--- src/rtl/cs2rgb_pkg.sv ---
// Shared types, constants and helper functions of the color converter.
package cs2rgb_pkg;

    localparam int FRAC_BITS  = 16;
    localparam int COMP_W     = 18;
    localparam int UNIT_W     = FRAC_BITS + 1;
    localparam int PROD_W     = 2 * UNIT_W;
    localparam int WIDE_W     = 2 * FRAC_BITS + 1;
    localparam int QUANT_W    = WIDE_W + 8;
    localparam int CHAN_W     = 8;
    localparam int NUM_STAGES = 5;

    localparam logic [UNIT_W-1:0] UNIT_ONE = UNIT_W'(1) << FRAC_BITS;
    localparam logic signed [COMP_W-1:0] COMP_ONE = COMP_W'(1) << FRAC_BITS;
    localparam logic [QUANT_W-1:0] QUANT_HALF = QUANT_W'(1) << (2 * FRAC_BITS - 1);

    typedef enum logic [1:0] {
        MODE_RGB  = 2'd0,
        MODE_HSV  = 2'd1,
        MODE_GRAY = 2'd2,
        MODE_NONE = 2'd3
    } mode_t;

    // Channel order (red, green, blue) for each sextant of the hue circle.
    typedef enum logic [2:0] {
        SEXT_VTP = 3'd0,
        SEXT_QVP = 3'd1,
        SEXT_PVT = 3'd2,
        SEXT_PQV = 3'd3,
        SEXT_TPV = 3'd4,
        SEXT_VPQ = 3'd5
    } sextant_t;

    // First stage: clamped components and hue split into sextant and fraction.
    typedef struct packed {
        mode_t                 mode;
        logic [UNIT_W-1:0]     ca;
        logic [UNIT_W-1:0]     cb;
        logic [UNIT_W-1:0]     cc;
        logic [2:0]            hi;
        logic [FRAC_BITS-1:0]  f;
        logic [UNIT_W-1:0]     nf;
    } prep_t;

    // Second stage: the three factors that multiply value.
    typedef struct packed {
        mode_t                 mode;
        logic [UNIT_W-1:0]     ca;
        logic [UNIT_W-1:0]     cb;
        logic [UNIT_W-1:0]     cc;
        logic [2:0]            hi;
        logic [UNIT_W-1:0]     kp;
        logic [UNIT_W-1:0]     kq;
        logic [UNIT_W-1:0]     kt;
    } fact_t;

    // Third stage: p, q and t at double fraction precision.
    typedef struct packed {
        mode_t                 mode;
        logic [UNIT_W-1:0]     ca;
        logic [UNIT_W-1:0]     cb;
        logic [UNIT_W-1:0]     cc;
        logic [2:0]            hi;
        logic [WIDE_W-1:0]     p;
        logic [WIDE_W-1:0]     q;
        logic [WIDE_W-1:0]     t;
    } pqt_t;

    function automatic logic [UNIT_W-1:0] clamp_unit(input logic signed [COMP_W-1:0] x);
        logic [UNIT_W-1:0] res;
        if (x < 0) begin
            res = '0;
        end else if (x > COMP_ONE) begin
            res = UNIT_ONE;
        end else begin
            res = x[UNIT_W-1:0];
        end
        return res;
    endfunction

    function automatic logic [WIDE_W-1:0] widen(input logic [UNIT_W-1:0] x);
        return {x, {FRAC_BITS{1'b0}}};
    endfunction

endpackage

--- src/rtl/color_spec_to_rgb24.sv ---
// Color specification to 24-bit RGB converter: five register stages with a common stall.
// An accepted input word passes the prep, factor, p/q/t, channel and rounded-channel registers to its output.
// Throughput: one word per cycle; the five-stage pipeline holds as a whole only while
// a finished word waits at the output under stall.
// Reset clears the stage valid bits; the data registers are not reset.
module color_spec_to_rgb24
    import cs2rgb_pkg::*;
(
    input  logic                     clk,
    input  logic                     rst_n,
    input  logic                     in_valid,
    output logic                     in_stall,
    input  logic [1:0]               mode,
    input  logic signed [COMP_W-1:0] comp_first,
    input  logic signed [COMP_W-1:0] comp_second,
    input  logic signed [COMP_W-1:0] comp_third,
    output logic                     out_valid,
    input  logic                     out_stall,
    output logic [CHAN_W-1:0]        red_out,
    output logic [CHAN_W-1:0]        green_out,
    output logic [CHAN_W-1:0]        blue_out
);

    logic                   en;
    logic [NUM_STAGES-1:0]  valid_reg;
    logic [NUM_STAGES-1:0]  valid_next;
    prep_t                  prep;
    pqt_t                   pqt;

    // All stages move together unless the output word is held.
    assign en       = !(valid_reg[NUM_STAGES-1] && out_stall);
    assign in_stall = !en;

    assign valid_next = {valid_reg[NUM_STAGES-2:0], in_valid};

    always_ff @(posedge clk or negedge rst_n)
    begin
        if (!rst_n)
        begin
            valid_reg <= '0;
        end
        else if (en)
        begin
            valid_reg <= valid_next;
        end
    end

    assign out_valid = valid_reg[NUM_STAGES-1];

    cs2rgb_prep u_prep (
        .clk         (clk),
        .en          (en),
        .mode        (mode),
        .comp_first  (comp_first),
        .comp_second (comp_second),
        .comp_third  (comp_third),
        .prep        (prep)
    );

    cs2rgb_pqt u_pqt (
        .clk  (clk),
        .en   (en),
        .prep (prep),
        .pqt  (pqt)
    );

    cs2rgb_quant u_quant (
        .clk       (clk),
        .en        (en),
        .pqt       (pqt),
        .red_out   (red_out),
        .green_out (green_out),
        .blue_out  (blue_out)
    );

`ifndef SYNTHESIS
    a_stall_only_when_full: assert property (@(posedge clk) disable iff (!rst_n)
        in_stall |-> (out_valid && out_stall))
        else $error("input stalled while the output word is not held");

    a_accept_enters: assert property (@(posedge clk) disable iff (!rst_n)
        (in_valid && !in_stall) |=> valid_reg[0])
        else $error("accepted word did not enter the first stage");

    a_hold_keeps_valids: assert property (@(posedge clk) disable iff (!rst_n)
        !en |=> $stable(valid_reg))
        else $error("stage valid bits changed during a hold");

    a_words_advance: assert property (@(posedge clk) disable iff (!rst_n)
        (en && valid_reg[NUM_STAGES-2]) |=> out_valid)
        else $error("word lost between the last two stages");
`endif

endmodule

--- src/rtl/cs2rgb_prep.sv ---
// Input stage: clamping of the components and sextant split of the hue.
module cs2rgb_prep
    import cs2rgb_pkg::*;
(
    input  logic                     clk,
    input  logic                     en,
    input  logic [1:0]               mode,
    input  logic signed [COMP_W-1:0] comp_first,
    input  logic signed [COMP_W-1:0] comp_second,
    input  logic signed [COMP_W-1:0] comp_third,
    output prep_t                    prep
);

    prep_t                  prep_next;
    prep_t                  prep_reg;
    logic [FRAC_BITS-1:0]   hue;
    logic [FRAC_BITS+2:0]   hue6;

    // The hue wraps modulo one turn by keeping only its fraction bits.
    assign hue  = comp_first[FRAC_BITS-1:0];
    assign hue6 = {1'b0, hue, 2'b00} + {2'b00, hue, 1'b0};

    always_comb
    begin
        prep_next.mode = mode_t'(mode);
        prep_next.ca   = clamp_unit(comp_first);
        prep_next.cb   = clamp_unit(comp_second);
        prep_next.cc   = clamp_unit(comp_third);
        prep_next.hi   = hue6[FRAC_BITS+2:FRAC_BITS];
        prep_next.f    = hue6[FRAC_BITS-1:0];
        prep_next.nf   = UNIT_ONE - {1'b0, hue6[FRAC_BITS-1:0]};
    end

    always_ff @(posedge clk)
    begin
        if (en)
        begin
            prep_reg <= prep_next;
        end
    end

    assign prep = prep_reg;

endmodule

--- src/rtl/cs2rgb_pqt.sv ---
// Two multiplier stages that form p, q and t of the hue conversion.
module cs2rgb_pqt
    import cs2rgb_pkg::*;
(
    input  logic  clk,
    input  logic  en,
    input  prep_t prep,
    output pqt_t  pqt
);

    fact_t              fact_next;
    fact_t              fact_reg;
    pqt_t               pqt_next;
    pqt_t               pqt_reg;
    logic [PROD_W-1:0]  sf_prod;
    logic [PROD_W-1:0]  st_prod;
    logic [PROD_W-1:0]  p_prod;
    logic [PROD_W-1:0]  q_prod;
    logic [PROD_W-1:0]  t_prod;

    // Saturation times the rising and falling ramps, truncated to one unit scale.
    assign sf_prod = PROD_W'(prep.cb) * PROD_W'(prep.f);
    assign st_prod = PROD_W'(prep.cb) * PROD_W'(prep.nf);

    always_comb
    begin
        fact_next.mode = prep.mode;
        fact_next.ca   = prep.ca;
        fact_next.cb   = prep.cb;
        fact_next.cc   = prep.cc;
        fact_next.hi   = prep.hi;
        fact_next.kp   = UNIT_ONE - prep.cb;
        fact_next.kq   = UNIT_ONE - sf_prod[FRAC_BITS+UNIT_W-1:FRAC_BITS];
        fact_next.kt   = UNIT_ONE - st_prod[FRAC_BITS+UNIT_W-1:FRAC_BITS];
    end

    always_ff @(posedge clk)
    begin
        if (en)
        begin
            fact_reg <= fact_next;
        end
    end

    assign p_prod = PROD_W'(fact_reg.cc) * PROD_W'(fact_reg.kp);
    assign q_prod = PROD_W'(fact_reg.cc) * PROD_W'(fact_reg.kq);
    assign t_prod = PROD_W'(fact_reg.cc) * PROD_W'(fact_reg.kt);

    always_comb
    begin
        pqt_next.mode = fact_reg.mode;
        pqt_next.ca   = fact_reg.ca;
        pqt_next.cb   = fact_reg.cb;
        pqt_next.cc   = fact_reg.cc;
        pqt_next.hi   = fact_reg.hi;
        pqt_next.p    = p_prod[WIDE_W-1:0];
        pqt_next.q    = q_prod[WIDE_W-1:0];
        pqt_next.t    = t_prod[WIDE_W-1:0];
    end

    always_ff @(posedge clk)
    begin
        if (en)
        begin
            pqt_reg <= pqt_next;
        end
    end

    assign pqt = pqt_reg;

endmodule

--- src/rtl/cs2rgb_quant.sv ---
// Channel selection by mode and sextant, then rounding of each channel to 8 bits.
module cs2rgb_quant
    import cs2rgb_pkg::*;
(
    input  logic              clk,
    input  logic              en,
    input  pqt_t              pqt,
    output logic [CHAN_W-1:0] red_out,
    output logic [CHAN_W-1:0] green_out,
    output logic [CHAN_W-1:0] blue_out
);

    logic [WIDE_W-1:0]  vw;
    logic [WIDE_W-1:0]  r_next;
    logic [WIDE_W-1:0]  g_next;
    logic [WIDE_W-1:0]  b_next;
    logic [WIDE_W-1:0]  r_reg;
    logic [WIDE_W-1:0]  g_reg;
    logic [WIDE_W-1:0]  b_reg;
    logic [CHAN_W-1:0]  red_next;
    logic [CHAN_W-1:0]  green_next;
    logic [CHAN_W-1:0]  blue_next;
    logic [CHAN_W-1:0]  red_reg;
    logic [CHAN_W-1:0]  green_reg;
    logic [CHAN_W-1:0]  blue_reg;

    function automatic logic [CHAN_W-1:0] quant(input logic [WIDE_W-1:0] x);
        logic [QUANT_W-1:0] sum;
        sum = (QUANT_W'(x) << 8) - QUANT_W'(x) + QUANT_HALF;
        return sum[2*FRAC_BITS+CHAN_W-1:2*FRAC_BITS];
    endfunction

    assign vw = widen(pqt.cc);

    always_comb
    begin
        r_next = '0;
        g_next = '0;
        b_next = '0;
        unique case (pqt.mode)
            MODE_RGB:
            begin
                r_next = widen(pqt.ca);
                g_next = widen(pqt.cb);
                b_next = widen(pqt.cc);
            end
            MODE_GRAY:
            begin
                r_next = widen(pqt.ca);
                g_next = widen(pqt.ca);
                b_next = widen(pqt.ca);
            end
            MODE_HSV:
            begin
                case (sextant_t'(pqt.hi))
                    SEXT_VTP:
                    begin
                        r_next = vw;     g_next = pqt.t;  b_next = pqt.p;
                    end
                    SEXT_QVP:
                    begin
                        r_next = pqt.q;  g_next = vw;     b_next = pqt.p;
                    end
                    SEXT_PVT:
                    begin
                        r_next = pqt.p;  g_next = vw;     b_next = pqt.t;
                    end
                    SEXT_PQV:
                    begin
                        r_next = pqt.p;  g_next = pqt.q;  b_next = vw;
                    end
                    SEXT_TPV:
                    begin
                        r_next = pqt.t;  g_next = pqt.p;  b_next = vw;
                    end
                    default:
                    begin
                        r_next = vw;     g_next = pqt.p;  b_next = pqt.q;
                    end
                endcase
            end
            MODE_NONE:
            begin
                r_next = '0;
                g_next = '0;
                b_next = '0;
            end
        endcase
    end

    always_ff @(posedge clk)
    begin
        if (en)
        begin
            r_reg <= r_next;
            g_reg <= g_next;
            b_reg <= b_next;
        end
    end

    assign red_next   = quant(r_reg);
    assign green_next = quant(g_reg);
    assign blue_next  = quant(b_reg);

    always_ff @(posedge clk)
    begin
        if (en)
        begin
            red_reg   <= red_next;
            green_reg <= green_next;
            blue_reg  <= blue_next;
        end
    end

    assign red_out   = red_reg;
    assign green_out = green_reg;
    assign blue_out  = blue_reg;

endmodule
--- config.mk ---
export PLATFORM = sky130hd
export DESIGN_NAME = color_spec_to_rgb24
export DESIGN_NICKNAME = d
export VERILOG_FILES = /design/src/rtl/cs2rgb_pkg.sv /design/src/rtl/color_spec_to_rgb24.sv /design/src/rtl/cs2rgb_prep.sv /design/src/rtl/cs2rgb_pqt.sv /design/src/rtl/cs2rgb_quant.sv
export SDC_FILE = /design/constraint.sdc
export NUM_CORES = 2
export LEC_CHECK = 0
export BUFFER_PORTS_ARGS = -buffer_cell sky130_fd_sc_hd__buf_2
export CAP_MARGIN = 30
export CORE_UTILIZATION = 40
export DETAILED_ROUTE_END_ITERATION = 8
export HOLD_SLACK_MARGIN = 0.08
export SLEW_MARGIN = 10
export SYNTH_ARGS = -nofsm -noshare
export SYNTH_HDL_FRONTEND = slang
export SYNTH_SLANG_ARGS = --single-unit
--- constraint.sdc ---
create_clock -name clk -period 15.5 [get_ports clk]
set_clock_uncertainty 0.1 [all_clocks]
set_input_delay 1.55 -clock clk [delete_from_list [all_inputs] [get_ports clk]]
set_output_delay 1.55 -clock clk [all_outputs]
set_load 0.05 [all_outputs]
==> results.cfg <==
[status]
status = finished clean

[sta]
setup_violations = 0
timing_worst_slew_pin_value_ns = 0.9879
slew_headroom = 0.3414
finalSetupTns_ns = 0
hold_viol_final = 0
final_period_util = 0.5448
drv_slew = 0
period_needed_ns = 8.444
max_clock_freq_mhz = 118.4
grt_setup_unrepaired = false

[yosys]
synthesis.yosys.warnings = 0
synthDistinctLibCells = 91
dominant_register_cell_in_the_synthesized_netlist = sky130_fd_sc_hd__edfxtp_1
synth-edff-count = 470
ys_top_cells_by_area = sky130_fd_sc_hd__fa_1 31%, sky130_fd_sc_hd__edfxtp_1 21%, sky130_fd_sc_hd__ha_1 13%
syn_inst = 7064
ys_async_sr_fraction = 0.01053
synth_register_bits = 475
post-synth-top-area-fraction = 0.3129
synth_top_area_cell = sky130_fd_sc_hd__fa_1
synth_seq_area_share = 0.2082
ys_top_cells_by_count = 1379 x sky130_fd_sc_hd__inv_1, 1069 x sky130_fd_sc_hd__fa_1, 996 x sky130_fd_sc_hd__nand2_1, 723 x sky130_fd_sc_hd__ha_1, 551 x sky130_fd_sc_hd__and2_1
synthesis.area_per_instance_sq_um = 9.683
leading_cell_type_by_number_of_instances_after_synthesis = sky130_fd_sc_hd__inv_1
mappedNetlistNets = 8916
mappedNetlistArea_sq_um = 68400

[global_routing]
grt_overflow_total = 0
grt.total_usage = 0.2110
grt-busiest-layer = met2
global_route.usage.met1 = 0.2827
grt_pass1_wl_mm = 287.7
initial_antenna_violation_count = 3
grt_max_degree = 100
use_met3 = 0.02093
grt_use_met2 = 0.3564
first_global_vias = 51280

[floorplan]
initial_core_util = 0.4031
placement_rows = 151
placeableCoreArea_sq_um = 169700
design.portCount = 86
die-width_um = 415.5
die_area_sq_um = 172700
die_y_um = 415.5

[clocking]
buffers_from_clock_root_to_sink_at_most = 3
postCtsSetupRepairBufs = 0
clkTransAtPathRegs_ns = 0.07
cts_num_sinks = 475
clkLatencyLatePin_ns = 0.64
clockRootBuffer = sky130_fd_sc_hd__clkbuf_16
cts-htree-levels = 2
cts_tree = built
cts.repair.resized = 0
cts-buffers-inserted = 52
cts.hold.buffers_added = 0

[setup_path]
critPathMaxStageDelay_ns = 0.55
critPathMaxFanout = 36
worst_ep_arrival_time_ns = 8.72
crit_path_frequent_cell = sky130_fd_sc_hd__fa_1
cpMaxStageDelayCell = sky130_fd_sc_hd__fa_1
worst-endpoint-required_ns = 15.78
critical_path_class = reg2reg
cp-start-kind = register
cp-end-kind = register

[routing]
drt_iter0_markers = 3325
postRouteAntennaNets = 0
drt_drc_violations_left = 0
average_wire_per_standard_cell_um = 19.41
detail_route.first_pass.iterations = 6
routed_wl_mm = 178.2
num_vias = 48110
via_per_inst = 5.241

[placement]
port-buffer-count = 85
detailedPlacementHpwl_mm = 138.6
globalplace.congestion = 0.9101

[finish]
area_delta_synth_final_pct = 6.167
nFillCells = 16370
drive_above_1_share = 0.04252
n_antenna_cell = 0
largest_reg_flops = 155
final_nets = 8774

[worst_hold_path]
timing.hold.worst.class = reg2reg

[run]
max-cap-violations = 0
-- logic make-up (layout without fill, tap and decap cells) --
group / count (synthesis) / in the layout / share of synthesized area
and+or+nand+nor: 2057 / 2057 / 0.1450
AOI/OAI and AO/OA: 714 / 714 / 0.06730
DFF: 475 / 475 / 0.2082
adders and majority gates: 1792 / 1792 / 0.4451
xor gates and xnor gates: 213 / 213 / 0.02727
buffers and inverters: 1735 / 1633 / 0.09531
muxes: 78 / 78 / 0.01176
-- path summary, 6_finish.rpt --
check	from	end	slack, ns	cells after the start
min in group asynchronous	rst_n	valid_reg[0]$_DFFE_PN0N_	0.62	1
max reg2reg	u_prep.prep[63]$_SDFFCE_PP0N_	u_pqt.fact_reg[33]$_DFFE_PN_	7.06	29
min	u_pqt.fact_reg[99]$_DFFE_PN_	u_pqt.pqt[147]$_DFFE_PN_	0.31	0
min reg2reg	u_pqt.fact_reg[99]$_DFFE_PN_	u_pqt.pqt[147]$_DFFE_PN_	0.31	0
max in group asynchronous	rst_n	valid_reg[1]$_DFFE_PN0N_	14.54	1
max	u_prep.prep[63]$_SDFFCE_PP0N_	u_pqt.fact_reg[33]$_DFFE_PN_	7.06	29
-- per-layer routing --
metal,vias up,part of all wire
met4,0,0.037
met3,262,0.049
li1,21880,-
met5,-,0
met1,24720,0.43
met2,1258,0.48
-- final cells by class --
cell class / instances / area, sq um / area share
multi-input cells: 4854 / 47660 / 0.6564
flip-flops and latches: 475 / 14240 / 0.1961
inverters: 1379 / 5176 / 0.07128
well taps: 2218 / 2775 / 0.03822
clock buffers: 57 / 1320 / 0.01818
repair buffers: 160 / 1074 / 0.01478
clock inverters: 37 / 367.9 / 0.005066
-- placed cells by master, fill, tap and decap left out, drive strengths merged, types with 9 or more instances in the layout --
| cell | instances |
|---|---|
| ha | 723 |
| a22oi | 33 |
| clkinv | 26 |
| o211ai | 9 |
| o21ai | 136 |
| a211o | 20 |
| edfxtp | 470 |
| or2 | 10 |
| nor3 | 64 |
| a31oi | 29 |
| a21o | 75 |
| and2 | 551 |
| o31ai | 9 |
| a211oi | 28 |
| nand4 | 26 |
| nor4 | 23 |
| nor2b | 61 |
| o21a | 15 |
| or3 | 16 |
| o22a | 17 |
| a21oi | 203 |
| o21bai | 39 |
| clkbuf | 58 |
| inv | 1381 |
| nand2b | 25 |
| nand2 | 996 |
| o22ai | 43 |
| xor2 | 53 |
| mux2 | 19 |
| and3 | 18 |
| mux2i | 59 |
| xnor2 | 160 |
| buf | 159 |
| nand3 | 44 |
| nor2 | 184 |
| fa | 1069 |
-- critical path: cells and delay by family, from the launching register on --
family	cells	cell delay, ns
AOI/OAI and AO/OA	9	2.20
xor gates and xnor gates	1	0.15
adders and majority gates	8	3.57
buffers and inverters	6	0.65
DFF	1	0.32
and+or+nand+nor	5	1.18
-- through the flow --
stage          hold slack [ns]    util  instances  setup slack (ns)  area [sq um]
2_1_floorplan           0.3003       -       7064             4.717         68400
3_3_place_gp            0.3026  0.4172       9077             7.123         70780
3_5_place_dp            0.3045  0.4174       9081             7.049         70810
4_1_cts                 0.3100  0.4273       9175             7.049         72500
5_1_grt                 0.3218  0.4280       9180             6.646         72620
6_report                0.3068  0.4280       9180             7.056         72620
Power is left out: the tool's default activity adds up to more than one toggle a clock period on the data nets, which glitch-free logic cannot reach.
